`src/stq_pkg.sv`:
```
// Package for the sorted timer queue: request modes, status codes and cell commands.
// Depends on nothing; imported by stq_cell and sorted_timer_queue_unit.
package stq_pkg;

  localparam int ID_WIDTH    = 4;
  localparam int ID_COUNT    = 16;
  localparam int MAX_REPORTS = 16;

  typedef enum logic [1:0] {
    MODE_ADD    = 2'd0,
    MODE_ADJUST = 2'd1,
    MODE_DELETE = 2'd2,
    MODE_TICK   = 2'd3
  } mode_t;

  typedef enum logic [1:0] {
    STATUS_OK      = 2'd0,
    STATUS_FULL    = 2'd1,
    STATUS_ABSENT  = 2'd2,
    STATUS_PRESENT = 2'd3
  } status_t;

  typedef enum logic [1:0] {
    CELL_HOLD   = 2'd0,
    CELL_INSERT = 2'd1,
    CELL_REMOVE = 2'd2
  } cell_op_t;

  typedef enum logic [1:0] {
    ST_IDLE     = 2'd0,
    ST_EXEC     = 2'd1,
    ST_REINSERT = 2'd2
  } state_t;

  // Command broadcast to every cell of the chain.
  typedef struct packed {
    cell_op_t              op;
    logic [ID_WIDTH-1:0]   key_id;
  } cell_cmd_t;

endpackage

```
`src/stq_cell.sv`:
```
// One slot of the sorted chain: holds an expiry time and an owner id.
// Depends on stq_pkg; instantiated DEPTH times by sorted_timer_queue_unit.
module stq_cell import stq_pkg::*; #(
  parameter int TIME_WIDTH = 32
) (
  input  logic                  clk,
  input  logic                  rst,
  input  cell_cmd_t             cmd,
  input  logic [TIME_WIDTH-1:0] key_time,
  input  logic                  left_used,
  input  logic [TIME_WIDTH-1:0] left_expiry,
  input  logic [ID_WIDTH-1:0]   left_owner,
  input  logic                  left_keep,
  input  logic                  right_used,
  input  logic [TIME_WIDTH-1:0] right_expiry,
  input  logic [ID_WIDTH-1:0]   right_owner,
  input  logic                  found_in,
  output logic                  used,
  output logic [TIME_WIDTH-1:0] expiry,
  output logic [ID_WIDTH-1:0]   owner,
  output logic                  keep,
  output logic                  found_out
);

  logic hit;

  // The entry stays put on an insert when it is not later than the key.
  assign keep      = used && (expiry <= key_time);
  assign hit       = found_in || (used && (owner == cmd.key_id));
  assign found_out = hit;

  always_ff @(posedge clk) begin
    if (rst) begin
      used <= 1'b0;
    end else begin
      unique case (cmd.op)
        CELL_INSERT: begin
          if (!keep) begin
            used <= left_keep ? 1'b1 : left_used;
          end
        end
        CELL_REMOVE: begin
          if (hit) begin
            used <= right_used;
          end
        end
        default: begin
        end
      endcase
    end
  end

  always_ff @(posedge clk) begin
    unique case (cmd.op)
      CELL_INSERT: begin
        if (!keep) begin
          expiry <= left_keep ? key_time : left_expiry;
          owner  <= left_keep ? cmd.key_id : left_owner;
        end
      end
      CELL_REMOVE: begin
        if (hit) begin
          expiry <= right_expiry;
          owner  <= right_owner;
        end
      end
      default: begin
      end
    endcase
  end

endmodule

```
`src/sorted_timer_queue_unit.sv`:
```
// Top level of the sorted timer queue: request control, id table and the chain of slots.
// Depends on stq_pkg and stq_cell.
//
//   channel | direction | tdata (low bit up)                        | tuser       | tlast
//   s_      | in        | timer_id, expire_time, user_tag, cur_time | mode        | -
//   m_      | out       | status, expired_valid, out_timer_id, tag  | report_kind | last
//
// An item is taken in the idle state and worked in the exec state, where add and delete
// finish; adjust then runs a reinsert state (remove pass, then insert pass through the
// chain), and a tick emits one expiry report per due head, up to MAX_REPORTS. All
// cells update at once, a moving cell taking the key or its left or right neighbour.
// Reset (synchronous, active high) empties the chain, the id table and the count.
// A stalled output holds the pending item; work that must emit waits for it.
module sorted_timer_queue_unit import stq_pkg::*; #(
  parameter int DEPTH      = 16,
  parameter int TIME_WIDTH = 32,
  parameter int TAG_WIDTH  = 16
) (
  input  logic        clk,
  input  logic        rst,
  input  logic        s_tvalid,
  output logic        s_tready,
  // timer_id [3:0], expire_time [35:4], user_tag [51:36], current_time [83:52]
  input  logic [87:0] s_tdata,
  // mode [1:0]
  input  logic [1:0]  s_tuser,
  output logic        m_tvalid,
  input  logic        m_tready,
  // status [1:0], expired_valid [2], out_timer_id [6:3], out_user_tag [22:7]
  output logic [23:0] m_tdata,
  // report_kind [0]
  output logic [0:0]  m_tuser,
  output logic        m_tlast
);

  localparam int CW = $clog2(DEPTH + 1);
  localparam int TW = TIME_WIDTH;
  localparam int RW = $clog2(MAX_REPORTS);

  // Captured request.
  mode_t                 req_mode;
  logic [ID_WIDTH-1:0]   req_id;
  logic [TW-1:0]         req_exp;
  logic [TAG_WIDTH-1:0]  req_tag;
  logic [TW-1:0]         req_now;

  logic [TW+31:0]        exp_ext;
  logic [TW+31:0]        now_ext;
  logic [TAG_WIDTH+15:0] tag_in_ext;

  state_t                state;
  state_t                state_next;
  logic [CW-1:0]         entry_count;
  logic [ID_COUNT-1:0]   id_active;
  logic [TAG_WIDTH-1:0]  tag_store [ID_COUNT];
  logic [RW-1:0]         tick_count;

  // Chain wiring.
  cell_cmd_t             cmd;
  logic [TW-1:0]         key_time;
  logic                  pop;
  logic                  cell_used   [DEPTH];
  logic [TW-1:0]         cell_expiry [DEPTH];
  logic [ID_WIDTH-1:0]   cell_owner  [DEPTH];
  logic                  cell_keep   [DEPTH];
  logic                  cell_found  [DEPTH];

  // Control decisions of this cycle.
  logic                  ofree;
  logic                  emit;
  logic                  o_kind;
  status_t               o_status;
  logic                  o_valid;
  logic [ID_WIDTH-1:0]   o_id;
  logic [15:0]           o_tag;
  logic                  o_last;
  logic                  set_active;
  logic                  clr_active;
  logic [ID_WIDTH-1:0]   clr_id;
  logic                  write_tag;
  logic                  cnt_inc;
  logic                  cnt_dec;
  logic                  tick_inc;
  logic [TAG_WIDTH+15:0] tag_out_ext;

  // No item is taken while reset is held.
  assign s_tready = (state == ST_IDLE) && !rst;
  assign ofree    = !m_tvalid || m_tready;

  // Input fields are fitted to the configured widths (zero extension or truncation).
  assign exp_ext    = {{TW{1'b0}}, s_tdata[35:4]};
  assign now_ext    = {{TW{1'b0}}, s_tdata[83:52]};
  assign tag_in_ext = {{TAG_WIDTH{1'b0}}, s_tdata[51:36]};

  always_ff @(posedge clk) begin
    if (s_tvalid && s_tready) begin
      req_mode <= mode_t'(s_tuser);
      req_id   <= s_tdata[3:0];
      req_exp  <= exp_ext[TW-1:0];
      req_tag  <= tag_in_ext[TAG_WIDTH-1:0];
      req_now  <= now_ext[TW-1:0];
    end
  end

  // A tick compares the chain against the present time, the other requests
  // against the new expiry time.
  assign key_time = (req_mode == MODE_TICK) ? req_now : req_exp;

  // The chain of slots. Cell 0 sees a virtual left neighbour that always keeps,
  // so an insert in front of everything lands there; the last cell sees an
  // empty right neighbour. A pop marks cell 0 as the removed slot.
  for (genvar i = 0; i < DEPTH; i++) begin : g_cell
    logic                left_used;
    logic [TW-1:0]       left_expiry;
    logic [ID_WIDTH-1:0] left_owner;
    logic                left_keep;
    logic                right_used;
    logic [TW-1:0]       right_expiry;
    logic [ID_WIDTH-1:0] right_owner;
    logic                found_in;

    if (i == 0) begin : g_head
      assign left_used   = 1'b0;
      assign left_expiry = '0;
      assign left_owner  = '0;
      assign left_keep   = 1'b1;
      assign found_in    = pop;
    end else begin : g_body
      assign left_used   = cell_used[i-1];
      assign left_expiry = cell_expiry[i-1];
      assign left_owner  = cell_owner[i-1];
      assign left_keep   = cell_keep[i-1];
      assign found_in    = cell_found[i-1];
    end

    if (i == DEPTH - 1) begin : g_tail
      assign right_used   = 1'b0;
      assign right_expiry = '0;
      assign right_owner  = '0;
    end else begin : g_inner
      assign right_used   = cell_used[i+1];
      assign right_expiry = cell_expiry[i+1];
      assign right_owner  = cell_owner[i+1];
    end

    stq_cell #(
      .TIME_WIDTH (TW)
    ) u_cell (
      .clk          (clk),
      .rst          (rst),
      .cmd          (cmd),
      .key_time     (key_time),
      .left_used    (left_used),
      .left_expiry  (left_expiry),
      .left_owner   (left_owner),
      .left_keep    (left_keep),
      .right_used   (right_used),
      .right_expiry (right_expiry),
      .right_owner  (right_owner),
      .found_in     (found_in),
      .used         (cell_used[i]),
      .expiry       (cell_expiry[i]),
      .owner        (cell_owner[i]),
      .keep         (cell_keep[i]),
      .found_out    (cell_found[i])
    );
  end

  assign tag_out_ext = {16'b0, tag_store[cell_owner[0]]};

  always_ff @(posedge clk) begin
    if (rst) begin
      state <= ST_IDLE;
    end else begin
      state <= state_next;
    end
  end

  always_comb begin
    state_next = state;
    cmd.op     = CELL_HOLD;
    cmd.key_id = req_id;
    pop        = 1'b0;
    emit       = 1'b0;
    o_kind     = 1'b0;
    o_status   = STATUS_OK;
    o_valid    = 1'b0;
    o_id       = req_id;
    o_tag      = '0;
    o_last     = 1'b1;
    set_active = 1'b0;
    clr_active = 1'b0;
    clr_id     = req_id;
    write_tag  = 1'b0;
    cnt_inc    = 1'b0;
    cnt_dec    = 1'b0;
    tick_inc   = 1'b0;

    unique case (state)
      ST_IDLE: begin
        if (s_tvalid) begin
          state_next = ST_EXEC;
        end
      end
      ST_EXEC: begin
        unique case (req_mode)
          MODE_ADD: begin
            if (ofree) begin
              emit       = 1'b1;
              state_next = ST_IDLE;
              if (id_active[req_id]) begin
                o_status = STATUS_PRESENT;
              end else if (entry_count == CW'(DEPTH)) begin
                o_status = STATUS_FULL;
              end else begin
                cmd.op     = CELL_INSERT;
                set_active = 1'b1;
                write_tag  = 1'b1;
                cnt_inc    = 1'b1;
              end
            end
          end
          MODE_ADJUST: begin
            // The timer is first taken out, then put back in the reinsert state.
            if (!id_active[req_id]) begin
              if (ofree) begin
                emit       = 1'b1;
                o_status   = STATUS_ABSENT;
                state_next = ST_IDLE;
              end
            end else begin
              cmd.op     = CELL_REMOVE;
              state_next = ST_REINSERT;
            end
          end
          MODE_DELETE: begin
            if (ofree) begin
              emit       = 1'b1;
              state_next = ST_IDLE;
              if (!id_active[req_id]) begin
                o_status = STATUS_ABSENT;
              end else begin
                cmd.op     = CELL_REMOVE;
                clr_active = 1'b1;
                cnt_dec    = 1'b1;
              end
            end
          end
          MODE_TICK: begin
            if (ofree) begin
              emit   = 1'b1;
              o_kind = 1'b1;
              if (cell_keep[0]) begin
                // The head is due: report it and shift the chain left by one.
                cmd.op     = CELL_REMOVE;
                pop        = 1'b1;
                o_valid    = 1'b1;
                o_id       = cell_owner[0];
                o_tag      = tag_out_ext[15:0];
                clr_active = 1'b1;
                clr_id     = cell_owner[0];
                cnt_dec    = 1'b1;
                tick_inc   = 1'b1;
                o_last     = !cell_keep[1] || (tick_count == RW'(MAX_REPORTS - 1));
                if (o_last) begin
                  state_next = ST_IDLE;
                end
              end else begin
                // Nothing due on the first look: one empty report.
                o_id       = '0;
                state_next = ST_IDLE;
              end
            end
          end
          default: begin
          end
        endcase
      end
      ST_REINSERT: begin
        if (ofree) begin
          cmd.op     = CELL_INSERT;
          emit       = 1'b1;
          state_next = ST_IDLE;
        end
      end
      default: begin
        state_next = ST_IDLE;
      end
    endcase
  end

  always_ff @(posedge clk) begin
    if (rst) begin
      entry_count <= '0;
      id_active   <= '0;
      tick_count  <= '0;
      m_tvalid    <= 1'b0;
    end else begin
      if (cnt_inc) begin
        entry_count <= entry_count + CW'(1);
      end else if (cnt_dec) begin
        entry_count <= entry_count - CW'(1);
      end
      if (set_active) begin
        id_active[req_id] <= 1'b1;
      end else if (clr_active) begin
        id_active[clr_id] <= 1'b0;
      end
      if (s_tvalid && s_tready) begin
        tick_count <= '0;
      end else if (tick_inc) begin
        tick_count <= tick_count + RW'(1);
      end
      if (emit) begin
        m_tvalid <= 1'b1;
      end else if (m_tready) begin
        m_tvalid <= 1'b0;
      end
    end
  end

  always_ff @(posedge clk) begin
    if (write_tag) begin
      tag_store[req_id] <= req_tag;
    end
  end

  always_ff @(posedge clk) begin
    if (emit) begin
      m_tdata <= {1'b0, o_tag, o_id, o_valid, o_status};
      m_tuser <= o_kind;
      m_tlast <= o_last;
    end
  end

endmodule
```
`config.mk`:
```
export PLATFORM = sky130hd
export DESIGN_NAME = sorted_timer_queue_unit
export DESIGN_NICKNAME = d
export VERILOG_FILES = /design/src/stq_pkg.sv /design/src/stq_cell.sv /design/src/sorted_timer_queue_unit.sv
export SDC_FILE = /design/constraint.sdc
export NUM_CORES = 2
export LEC_CHECK = 0
export BUFFER_PORTS_ARGS = -buffer_cell sky130_fd_sc_hd__buf_2
export CAP_MARGIN = 0
export CORE_UTILIZATION = 41
export CTS_BUF_LIST = sky130_fd_sc_hd__clkbuf_4 sky130_fd_sc_hd__clkbuf_8 sky130_fd_sc_hd__clkbuf_16
export DETAILED_ROUTE_END_ITERATION = 6
export SLEW_MARGIN = 20
export SYNTH_ARGS = -nofsm -noshare
export SYNTH_HDL_FRONTEND = slang
export SYNTH_HIERARCHICAL = 1
export SYNTH_SLANG_ARGS = --single-unit
```
`constraint.sdc`:
```
create_clock -name clk -period 27.3 [get_ports clk]
set_input_delay 5.46 -clock clk [delete_from_list [all_inputs] [get_ports clk]]
set_output_delay 5.46 -clock clk [all_outputs]
set_load 0.005 [all_outputs]
```
==> summary.txt <==
Mapped Cells -> 5,435
RSZ-0062 raised after global routing -> false
Worst EP arrival -> 6.24 ns
Pre-CTS WS -> 15.58 ns
DR pass1 iterations -> 6
FILL cells -> 13,050
Min Hold Slack -> 0.4655 ns
Final global-route overflow total -> 0
Worst Reg-to-Reg Cells -> 31
Hold worst-path end -> id_active[6]$_SDFFE_PP0P_
CTS H-Tree Depth -> 3
Ys flop type -> edfxtp_1
Max clock buf depth -> 3
Layout cell share with drive strength beyond 1 -> 10.99%
Buffers & Inverters on Critical Path -> 3
Final Max Tran Viols -> 0
R2r endpoint -> g_cell[15].u_cell/expiry[1]$_DFFE_PP_
Hold depth -> 1
Final setup viols -> 0
1st-iter DRT viols -> 2,726
Hold Startpoint -> id_active[6]$_SDFFE_PP0P_
Fin crit share -> 42.84%
Die Width -> 384.2 um
Antenna diode count -> 0
Hold WC Path Type -> register to register
DIE AREA -> 147,600 sq um
Total wire length -> 145,200 um
Antenna violations before repair -> 1
Die Height -> 384.2 um
Worst setup EP type -> primary output
WS Path Type -> input port to primary output
Syn Area/Cell -> 11.02 sq um
I/O pin count -> 122
Number of flops mapped to enable cells by yosys -> 943
Reg-to-Reg Start -> req_mode[0]$_DFFE_PP_
Dpl hpwl -> 105,000 um
Most frequent cells in the layout -> 943 x edfxtp_1, 756 x nand2_1, 660 x o21ai_0, 577 x mux2i_1, 554 x inv_1
First-pass GRT wire length -> 230,700 um
Critical Path RT -> 21.84 ns
Post-CTS Hold Buffers -> 0
Crit start category -> input port
Final Power -> 3502 uW
Synth unique cells -> 68
TritonCTS clock tree -> yes
Cell Chain, Critical Path -> buf_2, buf_4, nor2_1, buf_2
Post-DRT Antenna Nets -> 0
Most used cell along the critical path -> buf_2
GRT Overall Usage -> 19.59%
Vias in the first global route -> 41,220
Delay-heaviest family, CP -> buffers and inverters
Routed wire per std cell -> 19.13 um
Most common cell after layout, fill and taps aside -> edfxtp_1
Fin. Hold Viols -> 0
PD cells -> 52.24 nW/um^2
Leak -> 0.02417 uW
Outcome -> complete, no violations
Row count -> 139
Post-layout min period -> 11.70 ns
Initial Util -> 41.53%
Fin nets -> 6,214
Setup_tns -> 0 ns
Skew-Pair Late Insertion Delay -> 0.74 ns
#FFs+latches synth -> 987
Fin Clk Skew -> 0.05654 ns
Worst-path clk slew -> 0.07 ns
Final setup margin -> 15.60 ns
Synthesized area -> 59,880 sq um
R2R Setup Slk -> 18.38 ns
Largest net degree at the start of global routing -> 75
Max Fanout on Critical Path -> 19
Root Driver -> clkbuf_16
Maximum VDD drop -> 0.05410 mV
Slew headroom -> 29.89%
Core area -> 144,200 sq um
Post_cts resized -> 0
Synth warn -> 6
RePlAce Congestion -> 0.7974
Clk sinks -> 987
PortBufs -> 116
Max incr delay on CP -> 0.27 ns
Area delta synth->final -> 11.95%
Async SR Flop Fraction -> 0%
Max-cap viol count -> 0
CP max stage cell -> nor2_1
Via count -> 40,650
Post-synthesis sequential area ratio -> 48.76%
Drc violations -> 0
Total CTS buffers -> 113
Vias per cell -> 5.354
Setup bufs post-CTS -> 0
Tightest Pin Transition -> 1.049 ns
Fmax -> 0.08549 GHz
## sequential cells by signal, summed over array words and instances, names as in the netlist, 2 cells and up
register,count
g_cell.u_cell/expiry,512
tag_store,256
g_cell.u_cell/owner,64
req_exp,32
req_now,32
m_tdata,23
g_cell.u_cell/used,16
id_active,16
req_tag,16
entry_count,5
req_id,4
tick_count,4
req_mode,2
state,2
## metal layers
layer,wire length [um],GRT usage [%],part of all wire (%)
met4,3608,5.696,2.5
met2,71040,34.15,49
met3,4952,2.184,3.4
met5,0,0,0
met1,65640,25.50,45
## cells in the mapped netlist (all sizes together) (17+ instances only)
library cell / count / area, sq um
nand4: 130 / 813.3
clkbuf: 146 / 549.3
inv: 555 / 2086
mux4: 84 / 1903
or4b: 17 / 170.2
xnor2: 18 / 157.7
edfxtp: 943 / 28320
nand2: 759 / 2851
dfxtp: 44 / 880.8
a21oi: 246 / 1235
mux2i: 580 / 5834
xor2: 52 / 455.4
nor4: 34 / 212.7
a21o: 50 / 375.4
nor2b: 36 / 345.3
buf: 83 / 424.2
nor3: 40 / 220.2
nor2: 72 / 306.5
o211ai: 18 / 215.2
mux2: 32 / 360.4
nand3: 59 / 295.3
nand3b: 19 / 142.6
nand2b: 40 / 250.2
and2: 19 / 118.9
o21ai: 679 / 3398
ha: 520 / 6506
## worst max path at each step
stage	startpoint	endpoint	slack (ns)	cells after the start
3_5_place_dp	rst	s_tready	15.58	4
5_1_grt	rst	s_tready	15.56	4
4_1_cts	rst	s_tready	15.58	4
3_3_place_gp	rst	s_tready	15.57	4
6_report	rst	s_tready	15.60	4
2_1_floorplan	m_tready	g_cell[15].u_cell/expiry[0]$_DFFE_PP_	15.36	23
## through the flow
step	area [sq um]	instances	utilization [%]
floorplan	60160	5509	-
global placement	63140	7381	43.79
detailed placement	63300	7387	43.91
CTS	67030	7592	46.49
global route	67030	7592	46.49
finish	67030	7592	46.49
## worst register-to-register path, delay by kind of cell (launching register included)
family	cells	cell delay, ns
buffers and inverters	4	0.96
adder cells (fa/ha/maj)	1	0.35
AND/OR/NAND/NOR	7	1.71
multiplexers	1	0.85
flip-flops	1	0.52
AO/OA/AOI/OAI	18	4.16
## cell families after synthesis
| family | synth area share [%] |
|---|---|
| AND/OR/NAND/NOR | 9.727 |
| XOR/XNOR | 1.024 |
| adder cells (fa/ha/maj) | 10.90 |
| flip-flops | 48.76 |
| multiplexers | 13.52 |
| other | 0.01254 |
| buffers and inverters | 5.109 |
| AO/OA/AOI/OAI | 10.94 |
## layout make-up
type | count | area (sq um) | area share (%)
clock inverters | 69 | 686.9 | 1.025
clock buffers | 136 | 3042 | 4.538
flip-flops and latches | 987 | 29200 | 43.56
well taps | 1903 | 2381 | 3.552
inverters | 555 | 2086 | 3.112
multi-input cells | 3738 | 28280 | 42.18
repair buffers | 204 | 1361 | 2.031
## where the power goes
part	total (uW)	switching [uW]	internal, uW	leakage (uW)
Clock	1530	644	888	0.00184
Combinational	280	175	105	0.0135
Sequential	1690	15.8	1670	0.00887
(Power assumes the default switching activity.)
